==> src/mres_pkg.sv <==
// shared types, constants and controller codes for the max repeated element select block
package mres_pkg;

   localparam int MAX_ELEMENTS_DEFAULT = 256;
   localparam int DATA_WIDTH           = 32;

   typedef struct packed {
      logic signed [DATA_WIDTH-1:0] value;
      logic                         is_last;
   } req_type;

   typedef struct packed {
      logic signed [DATA_WIDTH-1:0] max_repeated;
      logic                         found;
      logic                         overflow;
   } rsp_type;

   typedef enum logic [2:0] {
      ST_LOAD,
      ST_IREAD,
      ST_IWAIT,
      ST_SCAN,
      ST_FINISH
   } state_type;

   typedef struct packed {
      logic accept;
      logic search_start;
      logic rd_sel_i;
      logic latch_vi;
      logic i_inc;
      logic j_init;
      logic scan;
      logic finish;
   } cmd_type;

   typedef struct packed {
      logic i_lt_n;
      logic skip;
      logic hit;
      logic scan_done;
      logic rsp_free;
   } status_type;

endpackage

==> src/mres_ctrl.sv <==
// sequencing state machine: load, pairwise search, result handoff
module mres_ctrl (
   input  logic                 clock,
   input  logic                 reset,
   input  logic                 req_valid,
   input  logic                 req_last,
   output logic                 req_stall,
   input  mres_pkg::status_type status,
   output mres_pkg::cmd_type    cmd
);

   mres_pkg::state_type state_ff;
   mres_pkg::state_type state_in;

   always_ff @(posedge clock) begin
      if (reset) begin
         state_ff <= mres_pkg::ST_LOAD;
      end else begin
         state_ff <= state_in;
      end
   end

   always_comb begin
      state_in = state_ff;
      case (state_ff)
         mres_pkg::ST_LOAD: begin
            if (req_valid && req_last) state_in = mres_pkg::ST_IREAD;
         end
         mres_pkg::ST_IREAD: begin
            state_in = status.i_lt_n ? mres_pkg::ST_IWAIT : mres_pkg::ST_FINISH;
         end
         mres_pkg::ST_IWAIT: begin
            state_in = status.skip ? mres_pkg::ST_IREAD : mres_pkg::ST_SCAN;
         end
         mres_pkg::ST_SCAN: begin
            if (status.hit || status.scan_done) state_in = mres_pkg::ST_IREAD;
         end
         mres_pkg::ST_FINISH: begin
            if (status.rsp_free) state_in = mres_pkg::ST_LOAD;
         end
         default: state_in = mres_pkg::ST_LOAD;
      endcase
   end

   always_comb begin
      cmd       = '0;
      req_stall = 1'b1;
      case (state_ff)
         mres_pkg::ST_LOAD: begin
            req_stall        = 1'b0;
            cmd.accept       = req_valid;
            cmd.search_start = req_valid && req_last;
         end
         mres_pkg::ST_IREAD: begin
            cmd.rd_sel_i = 1'b1;
         end
         mres_pkg::ST_IWAIT: begin
            cmd.latch_vi = 1'b1;
            cmd.i_inc    = status.skip;
            cmd.j_init   = !status.skip;
         end
         mres_pkg::ST_SCAN: begin
            cmd.scan  = 1'b1;
            cmd.i_inc = status.hit || status.scan_done;
         end
         mres_pkg::ST_FINISH: begin
            cmd.finish = status.rsp_free;
         end
         default: begin
            cmd = '0;
         end
      endcase
   end

endmodule

==> config.mk <==
export PLATFORM = sky130hd
export DESIGN_NAME = mres_ctrl
export DESIGN_NICKNAME = d
export VERILOG_FILES = /design/src/mres_pkg.sv /design/src/mres_ctrl.sv
export SDC_FILE = /design/constraint.sdc
export NUM_CORES = 1
export LEC_CHECK = 0
export ABC_AREA = 1
export BUFFER_PORTS_ARGS = -buffer_cell sky130_fd_sc_hd__buf_2
export CAP_MARGIN = 20
export CORE_AREA = 4 4 41 43
export DETAILED_ROUTE_END_ITERATION = 8
export DIE_AREA = 0 0 45 47
export GPL_TIMING_DRIVEN = 0
export HOLD_SLACK_MARGIN = 0.03
export PLACE_DENSITY = 0.44
export SLEW_MARGIN = 40
export SYNTH_ARGS = -nofsm -noshare
export SYNTH_HDL_FRONTEND = slang
export SYNTH_SLANG_ARGS = --single-unit
==> constraint.sdc <==
create_clock -name clock -period 1.2 [get_ports clock]
set_input_delay 0.18 -clock clock [delete_from_list [all_inputs] [get_ports clock]]
set_output_delay 0.18 -clock clock [all_outputs]
set_load 0.01 [all_outputs]
==> load_flow_metrics.sql, run 1 <==
INSERT INTO impl_metrics (metric_group, metric, value, unit) VALUES
('clock_network', 'cts_max_level', '1', ''),
('clock_network', 'cts.reportedPaths.clkPinSlew', '30', 'ps'),
('outcome', 'failed_checks', 'setup timing', ''),
('layout', 'final_util', '31.6', '%'),
('drt', 'detailroute.via_count', '311', ''),
('global_route', 'grt_max_degree', '7', ''),
('outcome', 'outcome', 'finished, violations left', ''),
('placement', 'gp_routability_congestion', '0.658', ''),
('placement', 'place.detailed.hpwl', '508', 'um'),
('sta', 'fmax', '771', 'MHz'),
('layout', 'layout-drive-gt1-share', '56.5', '%'),
('sta', 'finClkSkew', '4.54', 'ps'),
('clock_network', 'clock-sinks', '3', ''),
('global_route', 'first_global_vias', '293', ''),
('layout', 'layout_commonest_cell', 'sky130_fd_sc_hd__buf_2', ''),
('synthesis', 'synth-seq-area-share', '25.0', '%'),
('min_path', 'hold_class', 'input port to flip-flop', ''),
('layout', 'nets_final', '72', ''),
('floorplan', 'num_rows', '13', ''),
('drt', 'detail-route-antenna-nets', '0', ''),
('synthesis', 'postSynthNetCount', '49', ''),
('layout', 'layoutNonFillerInstCount', '77', ''),
('synthesis', 'ys_seq_elements', '3', ''),
('floorplan', 'core_region_area', '1300', 'sq um'),
('layout', 'largest_reg_flops', '3', ''),
('sta', 'number_of_hold_violations_in_the_final_report', '0', ''),
('layout', 'syn2layout_area_growth', '71.4', '%'),
('drt', 'drt_pass1_iterations', '3', ''),
('synthesis', 'post_synth_inst_count', '40', ''),
('sta', 'layout_worst_path_cycle_share', '108', '%'),
('clock_network', 'cts_buffer_depth', '2', ''),
('placement', 'post_dp_cell_area', '344', 'sq um'),
('setup_path', 'required', '1020', 'ps'),
('layout', 'finish.instance_area', '412', 'sq um'),
('global_route', 'grt_antenna_before_repair', '0', ''),
('floorplan', 'floorplan.initialDensity', '18.5', '%'),
('power_and_ir_drop', 'p_leak', '0.245', 'nW'),
('synthesis', 'synth_top_area_share', '25.0', '%'),
('global_route', 'grt_pass1_wl', '1130', 'um'),
('placement', 'post-place-ws', '83.7', 'ps'),
('sta', 'timing.final.max_slew_violations', '0', ''),
('floorplan', 'die-area', '2120', 'sq um'),
('power_and_ir_drop', 'irDropWorstVdd', '0.716', 'mV'),
('setup_path', 'element_type_at_the_critical_path_start', 'flip-flop', ''),
('sta', 'max_slew.worst_pin.slew', '203', 'ps'),
('sta', 'rsz0062_at_grt', 'yes', ''),
('synthesis', 'netlist-cell-type-count', '14', ''),
('floorplan', 'die_y', '47', 'um'),
('clock_network', 'tritoncts', 'yes', ''),
('sta', 'post-route-worst-setup-slack', '-96.4', 'ps'),
('clock_network', 'hold_buffers', '0', ''),
('clock_network', 'clkLatencyLatePin', '230', 'ps'),
('global_route', 'grt-ovfl-total', '0', ''),
('synthesis', 'post_synth_main_area_contributors', 'sky130_fd_sc_hd__dfxtp_1 25%, sky130_fd_sc_hd__inv_1 13%, sky130_fd_sc_hd__nand2_1 13%', ''),
('setup_path', 'critical_path_arrival', '1120', 'ps'),
('setup_path', 'path_max_fanout', '4', ''),
('drt', 'finalWirelength', '656', 'um'),
('sta', 'maxSlewHeadroom', '86.3', '%'),
('synthesis', 'synthesis.yosys.warnings', '0', ''),
('global_route', 'grtUsageTotal', '7.11', '%'),
('floorplan', 'die_width', '45', 'um'),
('placement', 'numPortBuffers', '17', ''),
('layout', 'largest-register', 'state_ff', ''),
('clock_network', 'master_cell_of_the_clock_root_buffer', 'sky130_fd_sc_hd__clkbuf_4', ''),
('power_and_ir_drop', 'power.density', '1250', 'nW/um^2'),
('layout', 'antenna-diode-count', '0', ''),
('sta', 'setup_violations', '6', ''),
('job', 'timing.max_cap.violations', '0', ''),
('drt', 'detailedRoute.firstIterationViolations', '3', ''),
('clock_network', 'cts_buffers', '3', ''),
('floorplan', 'top_level_ports', '18', ''),
('sta', 'min_period', '1300', 'ps'),
('sta', 'whs', '108', 'ps'),
('synthesis', 'post-synth-top-area-cell', 'sky130_fd_sc_hd__dfxtp_1', ''),
('drt', 'route.detailed.drc', '0', ''),
('drt', 'route.detailed.vias_per_inst', '4.04', ''),
('synthesis', 'cell_area_after_synthesis', '240', 'sq um'),
('layout', 'top_regs', 'state_ff: 3 flops', ''),
('synthesis', 'syn_avg_cell_area', '6.01', 'sq um'),
('layout', 'final_cell_mix', '16 x sky130_fd_sc_hd__buf_2, 7 x sky130_fd_sc_hd__inv_1, 7 x sky130_fd_sc_hd__nand2_1, 6 x sky130_fd_sc_hd__nor2_1', ''),
('placement', 'post-place-cells', '72', ''),
('drt', 'avgRoutedWirePerCell', '8.52', 'um'),
('setup_path', 'end_kind', 'primary output', ''),
('setup_path', 'crit_type', 'flip-flop to primary output', '');
## area by class of cell
type	count	area (sq um)
timing repair buffer	18	98.8
fill	164	890
inverter	10	40.0
sequential	3	71.3
clock buffer	4	26.3
multi-input combinational	27	156
tap	15	18.8
## worst paths after layout
path               start           to  slack, ps  cells after the start
min reg2reg  state_ff[2]  state_ff[2]        600                      2
min                reset  state_ff[2]        110                      2
max          state_ff[1]       cmd[3]       -100                      5
max reg2reg  state_ff[0]  state_ff[0]        180                      6
## worst max-delay path, cell delays in order, from the launching register on
cell and delay (ps):
sky130_fd_sc_hd__dfxtp_4 370, sky130_fd_sc_hd__inv_4 40, sky130_fd_sc_hd__nor3_4 190, sky130_fd_sc_hd__nand2_1 80, sky130_fd_sc_hd__o31ai_1 60, sky130_fd_sc_hd__buf_2 160
## repair_timing
action	CTS	global route
setup endpoints to repair	8	9
pin swaps	2	1
gates resized for setup	10	2
setup buffers	1	0
## synthesized netlist by cell type (all sizes together)
library cell and count:
inv 10, nand2 10, nor2 7, nand3 4
dfxtp 3, a21oi 2, nor3 1, nor4 1
o211ai 1, o31ai 1
## per-stage QoR
| stage | power (W) | setup TNS [ps] |
|---|---|---|
| finish | 0.000514 | -321 |
| detailed placement | 0.000307 | 0 |
| CTS | 0.000517 | -425 |
| global route | 0.000561 | -879 |
| global placement | 0.000308 | 0 |
| floorplan | 0.000245 | 0 |
## cell families after synthesis
family | synth area share, %
AOI/OAI and AO/OA | 12.5
buffers and inverters | 15.6
DFF | 25.0
and+or+nand+nor | 46.9
## report_power, final
part / internal, W / switching (W) / total, W
logic: 0.0000890 / 0.000104 / 0.000193
clock network: 0.000124 / 0.0000500 / 0.000174
registers: 0.000117 / 0.0000289 / 0.000146
total: 0.000331 / 0.000183 / 0.000514
## layer usage
layer  share of wire [%]  up-vias  global-route usage, %
met3                 9.8        0                   3.45
met4                   0        0                      0
li1                    -      170                      -
met2                  50       10                   13.6
met1                  40      131                   7.52
met5                   0        -                      0
Note: power is estimated with default switching activity, not from simulation.
==> run 2: changes to the inputs <==
RECOVER_POWER = 50   (was default)
==> load_flow_metrics.sql, run 2 (synthesis results as in run 1) <==
INSERT INTO impl_metrics (metric_group, metric, value, unit) VALUES
('layout', 'layoutNonFillerInstCount', '77', ''),
('layout', 'nets_final', '72', ''),
('setup_path', 'ff2ff_path_depth', '6', ''),
('sta', 'finClkSkew', '4.49', 'ps'),
('clock_network', 'tritoncts', 'yes', ''),
('global_route', 'grt_max_degree', '7', ''),
('sta', 'layout_worst_path_cycle_share', '108', '%'),
('clock_network', 'clkLatencyLatePin', '230', 'ps'),
('layout', 'regArea', '71.3', 'sq um'),
('layout', 'syn2layout_area_growth', '71.4', '%'),
('outcome', 'outcome', 'finished, violations left', ''),
('sta', 'max_slew.worst_pin.slew', '203', 'ps'),
('layout', 'largest_reg_flops', '3', ''),
('clock_network', 'clock-sinks', '3', ''),
('setup_path', 'crit_family', 'flip-flops', ''),
('placement', 'place.detailed.hpwl', '508', 'um'),
('min_path', 'whs_path_depth', '2', ''),
('placement', 'numPortBuffers', '17', ''),
('drt', 'detailedRoute.firstIterationViolations', '3', ''),
('setup_path', 'r2r-start', 'state_ff[0]', ''),
('floorplan', 'num_rows', '13', ''),
('global_route', 'grt-ovfl-total', '0', ''),
('sta', 'setup_violations', '6', ''),
('sta', 'post-route-worst-setup-slack', '-96.2', 'ps'),
('sta', 'timing.final.max_slew_violations', '0', ''),
('drt', 'route.detailed.vias_per_inst', '4.04', ''),
('floorplan', 'die_y', '47', 'um'),
('floorplan', 'top_level_ports', '18', ''),
('drt', 'detail-route-antenna-nets', '0', ''),
('layout', 'top_regs', 'state_ff: 3 flops', ''),
('setup_path', 'critical_path_arrival', '1120', 'ps'),
('floorplan', 'floorplan.initialDensity', '18.5', '%'),
('drt', 'drt_pass1_iterations', '2', ''),
('floorplan', 'die_width', '45', 'um'),
('setup_path', 'end_kind', 'primary output', ''),
('layout', 'multi_input_combinational_cell_area', '156', 'sq um'),
('setup_path', 'r2r_setup_slack', '180', 'ps'),
('setup_path', 'element_type_at_the_critical_path_start', 'flip-flop', ''),
('setup_path', 'required', '1020', 'ps'),
('power_and_ir_drop', 'p_leak', '0.247', 'nW'),
('sta', 'whs', '108', 'ps'),
('setup_path', 'path_max_fanout', '4', ''),
('power_and_ir_drop', 'irDropWorstVdd', '0.716', 'mV'),
('min_path', 'whs_endpoint', 'state_ff[2]', ''),
('sta', 'maxSlewHeadroom', '86.3', '%'),
('setup_path', 'crit-reg2reg-capture', 'state_ff[0]', ''),
('clock_network', 'cts_max_level', '1', ''),
('drt', 'finalWirelength', '656', 'um'),
('setup_path', 'crit_path_cell_trace', 'inv_4 -> nor3_4 -> nand2_1 -> o31ai_1 -> buf_2', ''),
('sta', 'number_of_hold_violations_in_the_final_report', '0', ''),
('job', 'timing.max_cap.violations', '0', ''),
('layout', 'largest-register', 'state_ff', ''),
('setup_path', 'timing.critical_path.slowest_cell_delay', '370', 'ps'),
('clock_network', 'master_cell_of_the_clock_root_buffer', 'sky130_fd_sc_hd__clkbuf_4', ''),
('floorplan', 'core_region_area', '1300', 'sq um'),
('global_route', 'first_global_vias', '293', ''),
('placement', 'post-place-cells', '72', ''),
('global_route', 'grt_antenna_before_repair', '0', ''),
('setup_path', 'wp_buf_inv', '2', ''),
('global_route', 'grtUsageTotal', '7.11', '%'),
('floorplan', 'die-area', '2120', 'sq um'),
('layout', 'final_cell_mix', '16 x sky130_fd_sc_hd__buf_2, 8 x sky130_fd_sc_hd__inv_1, 7 x sky130_fd_sc_hd__nand2_1, 6 x sky130_fd_sc_hd__nor2_1', ''),
('layout', 'layout-drive-gt1-share', '54.8', '%'),
('setup_path', 'crit_type', 'flip-flop to primary output', ''),
('clock_network', 'cts.reportedPaths.clkPinSlew', '30', 'ps'),
('layout', 'antenna-diode-count', '0', ''),
('layout', 'final.fill_count', '164', ''),
('sta', 'min_period', '1300', 'ps'),
('min_path', 'timing.hold.worst.start', 'reset', ''),
('sta', 'fmax', '771', 'MHz'),
('clock_network', 'cts_buffer_depth', '2', ''),
('drt', 'route.detailed.drc', '0', ''),
('drt', 'avgRoutedWirePerCell', '8.52', 'um'),
('drt', 'detailroute.via_count', '311', ''),
('power_and_ir_drop', 'power.density', '1240', 'nW/um^2'),
('placement', 'gp_routability_congestion', '0.658', ''),
('global_route', 'grt_pass1_wl', '1130', 'um'),
('outcome', 'failed_checks', 'setup timing', ''),
('clock_network', 'cts_buffers', '3', ''),
('setup_path', 'cp_slowest_cell', 'sky130_fd_sc_hd__dfxtp_4', ''),
('layout', 'final_util', '31.6', '%'),
('layout', 'layout_commonest_cell', 'sky130_fd_sc_hd__buf_2', ''),
('sta', 'rsz0062_at_grt', 'yes', ''),
('clock_network', 'hold_buffers', '0', ''),
('min_path', 'hold_class', 'input port to flip-flop', '');
-- run 2: cell counts in the layout (fill, tap and decap cells not counted) --
Identical to the previous run, type by type.
-- run 2: what timing repair did --
action / CTS / global route
hold endpoints to repair: 0 / 0
buffers inserted: 1 / 0
pin swaps: 2 / 1
gates cloned: 0 / 0
resized for setup: 10 / 2
endpoints found under the setup margin: 8 / 9
-- run 2: through the flow --
stage / total power (W) / setup TNS, ps / instance area [sq um] / worst slack (ps)
after floorplan: 0.000245 / 0 / 240 / 128
after global placement: 0.000308 / 0 / 344 / 78.2
after detailed placement: 0.000307 / 0 / 344 / 83.7
after CTS: 0.000517 / -425 / 407 / -117
after global routing: 0.000560 / -905 / 412 / -172
final: 0.000512 / -338 / 412 / -96.2
-- run 2: power by group --
group,internal [W],switching (W),leakage [nW]
Combinational,0.0000885,0.000103,0.206
Clock,0.000124,0.0000498,0.0150
Sequential,0.000117,0.0000289,0.0267
Total,0.000330,0.000182,0.247
-- run 2: layout make-up --
cell class / instances / area share, %
timing repair buffer: 18 / 24.0
tap: 15 / 4.56
inverter: 10 / 9.73
multi-input combinational: 27 / 38.0
sequential: 3 / 17.3
clock buffer: 4 / 6.38
-- run 2: layer usage --
layer | global-route usage (%) | vias to the layer above | share of wire [%]
met5 | 0 | - | 0
met1 | 7.52 | 132 | 39
met4 | 0 | 0 | 0
li1 | - | 169 | -
met2 | 13.6 | 10 | 50
met3 | 3.45 | 0 | 9.8
-- run 2: worst max-delay path by stage --
| stage | startpoint | endpoint | slack, ps | depth (start not counted) |
|---|---|---|---|---|
| 5_1_grt | state_ff[1] | cmd[3] | -170 | 5 |
| 6_report | state_ff[1] | cmd[3] | -100 | 5 |
| 3_3_place_gp | state_ff[2] | cmd[0] | 80 | 3 |
| 2_1_floorplan | state_ff[2] | cmd[0] | 130 | 2 |
| 3_5_place_dp | state_ff[1] | cmd[3] | 80 | 5 |
| 4_1_cts | state_ff[1] | cmd[3] | -120 | 5 |
==> run 3: changes to the inputs <==
clock period = 1.4 ns   (was 1.2 ns; I/O delays follow)
==> load_flow_metrics.sql, run 3 (synthesis results as in run 1) <==
INSERT INTO impl_metrics (metric_group, metric, value, unit) VALUES
('floorplan', 'floorplan.initialDensity', '18.5', '%'),
('job', 'timing.max_cap.violations', '0', ''),
('global_route', 'grt_pass1_wl', '966', 'um'),
('clock_network', 'cts_max_level', '1', ''),
('layout', 'final_cell_mix', '17 x sky130_fd_sc_hd__buf_2, 8 x sky130_fd_sc_hd__inv_1, 8 x sky130_fd_sc_hd__nand2_1, 6 x sky130_fd_sc_hd__nor2_1', ''),
('min_path', 'whs_path_depth', '2', ''),
('drt', 'detailroute.via_count', '310', ''),
('drt', 'route.detailed.vias_per_inst', '4.03', ''),
('drt', 'drt_pass1_iterations', '2', ''),
('floorplan', 'die_y', '47', 'um'),
('setup_path', 'end_kind', 'primary output', ''),
('placement', 'gp_routability_congestion', '0.658', ''),
('clock_network', 'master_cell_of_the_clock_root_buffer', 'sky130_fd_sc_hd__clkbuf_4', ''),
('placement', 'post_dp_cell_area', '344', 'sq um'),
('drt', 'met2_wirelength', '305', 'um'),
('clock_network', 'cts_buffer_depth', '2', ''),
('setup_path', 'timing.critical_path.slowest_cell_delay', '370', 'ps'),
('layout', 'layout_commonest_cell', 'sky130_fd_sc_hd__buf_2', ''),
('sta', 'min_period', '1340', 'ps'),
('setup_path', 'cp_slowest_cell', 'sky130_fd_sc_hd__dfxtp_4', ''),
('layout', 'layoutNonFillerInstCount', '77', ''),
('sta', 'max_slew.worst_pin.slew', '203', 'ps'),
('floorplan', 'top_level_ports', '18', ''),
('drt', 'detailedRoute.firstIterationViolations', '5', ''),
('floorplan', 'num_rows', '13', ''),
('floorplan', 'die_width', '45', 'um'),
('sta', 'rsz0062_at_grt', 'yes', ''),
('setup_path', 'timing.critical_path.from', 'state_ff[1]', ''),
('setup_path', 'element_type_at_the_critical_path_start', 'flip-flop', ''),
('clock_network', 'cts.reportedPaths.clkPinSlew', '30', 'ps'),
('placement', 'place.detailed.hpwl', '508', 'um'),
('clock_network', 'cts_buffers', '3', ''),
('sta', 'fmax', '749', 'MHz'),
('sta', 'timing.final.max_slew_violations', '0', ''),
('floorplan', 'die-area', '2120', 'sq um'),
('layout', 'nets_final', '72', ''),
('global_route', 'grt_max_degree', '7', ''),
('setup_path', 'crit-reg2reg-capture', 'state_ff[0]', ''),
('clock_network', 'clkLatencyLatePin', '230', 'ps'),
('power_and_ir_drop', 'irDropWorstVdd', '0.612', 'mV'),
('layout', 'largest_reg_flops', '3', ''),
('setup_path', 'r2r_setup_slack', '380', 'ps'),
('sta', 'setup_violations', '0', ''),
('min_path', 'hold_class', 'input port to flip-flop', ''),
('setup_path', 'r2r-start', 'state_ff[0]', ''),
('setup_path', 'wp_buf_inv', '2', ''),
('global_route', 'grtUsageTotal', '6.08', '%'),
('sta', 'finClkSkew', '4.27', 'ps'),
('setup_path', 'crit_path_cell_trace', 'inv_4 -> nor3_4 -> nand2_1 -> o31ai_1 -> buf_2', ''),
('sta', 'maxSlewHeadroom', '86.3', '%'),
('drt', 'route.detailed.drc', '0', ''),
('layout', 'largest-register', 'state_ff', ''),
('layout', 'syn2layout_area_growth', '63.5', '%'),
('layout', 'antenna-diode-count', '0', ''),
('placement', 'post-place-cells', '72', ''),
('layout', 'layout-drive-gt1-share', '51.6', '%'),
('min_path', 'whs_endpoint', 'state_ff[2]', ''),
('drt', 'wl_met1', '273', 'um'),
('drt', 'detail-route-antenna-nets', '0', ''),
('layout', 'finish.instance_area', '393', 'sq um'),
('drt', 'finalWirelength', '642', 'um'),
('setup_path', 'ff2ff_path_depth', '6', ''),
('clock_network', 'clock-sinks', '3', ''),
('clock_network', 'tritoncts', 'yes', ''),
('drt', 'dr.max_layer_used', 'met3', ''),
('drt', 'avgRoutedWirePerCell', '8.34', 'um'),
('min_path', 'timing.hold.worst.start', 'reset', ''),
('placement', 'numPortBuffers', '17', ''),
('sta', 'layout_worst_path_cycle_share', '95.4', '%'),
('setup_path', 'required', '1190', 'ps'),
('layout', 'top_regs', 'state_ff: 3 flops', ''),
('setup_path', 'crit_type', 'flip-flop to primary output', ''),
('power_and_ir_drop', 'power.density', '1080', 'nW/um^2'),
('setup_path', 'critical_path_arrival', '1130', 'ps'),
('setup_path', 'crit_family', 'flip-flops', ''),
('global_route', 'first_global_vias', '251', ''),
('floorplan', 'core_region_area', '1300', 'sq um'),
('drt', 'route.met3.wl', '63', 'um'),
('global_route', 'grt_antenna_before_repair', '0', ''),
('global_route', 'grt-ovfl-total', '0', ''),
('sta', 'number_of_hold_violations_in_the_final_report', '0', ''),
('power_and_ir_drop', 'p_leak', '0.243', 'nW'),
('setup_path', 'path_max_fanout', '4', ''),
('outcome', 'outcome', 'finished clean', '');
-- run 3: cell counts in the layout (fill, tap and decap cells not counted) --
Identical to the previous run, type by type.
-- run 3: layout make-up --
type / instances / area (sq um)
fill: 164 / 908
tap: 15 / 18.8
clock buffer: 4 / 26.3
inverter: 10 / 40.0
sequential: 3 / 66.3
multi-input combinational: 27 / 149
timing repair buffer: 18 / 92.6
-- run 3: per-stage QoR --
step                      util [%]  power (W)  hold WS (ps)  worst slack (ps)  TNS [ps]
after floorplan                  -   0.000210           279               298         0
after global placement        26.4   0.000264           382               248         0
final                         30.2   0.000425           140              64.3         0
after detailed placement      26.4   0.000264           381               254         0
after CTS                     28.5   0.000417           140              5.48         0
after global routing          30.2   0.000462           144             -22.4     -31.6
-- run 3: layer usage --
| metal | track usage [%] | vias up |
|---|---|---|
| met2 | 10.2 | 10 |
| met5 | 0 | - |
| met1 | 7.26 | 130 |
| met4 | 0 | 0 |
| li1 | - | 170 |
| met3 | 3.45 | 0 |
-- run 3: how the worst max path moves through the flow --
stage | endpoint | depth (start not counted)
after global routing | cmd[2] | 5
after CTS | cmd[3] | 5
after detailed placement | cmd[3] | 5
after floorplan | cmd[0] | 2
after global placement | cmd[0] | 3
final | cmd[3] | 5
-- run 3: worst register-to-register path: stages, from the launching register on --
cell                      delay, ps
sky130_fd_sc_hd__dfxtp_2        350
sky130_fd_sc_hd__nor2_1         170
sky130_fd_sc_hd__nand3_1        140
sky130_fd_sc_hd__nand3_2        110
sky130_fd_sc_hd__nand2_1         50
sky130_fd_sc_hd__nand2_1         50
sky130_fd_sc_hd__nor2_1          40
-- run 3: timing repair --
item,in CTS,in global routing
endpoints found under the setup margin,0,5
resized for setup,0,6
hold buffers,0,0
buffers inserted,0,1
-- run 3: power by group --
part / leakage [nW] / internal [W] / switching (W)
Clock: 0.0150 / 0.000107 / 0.0000426
Sequential: 0.0261 / 0.0000995 / 0.0000235
Combinational: 0.202 / 0.0000673 / 0.0000853
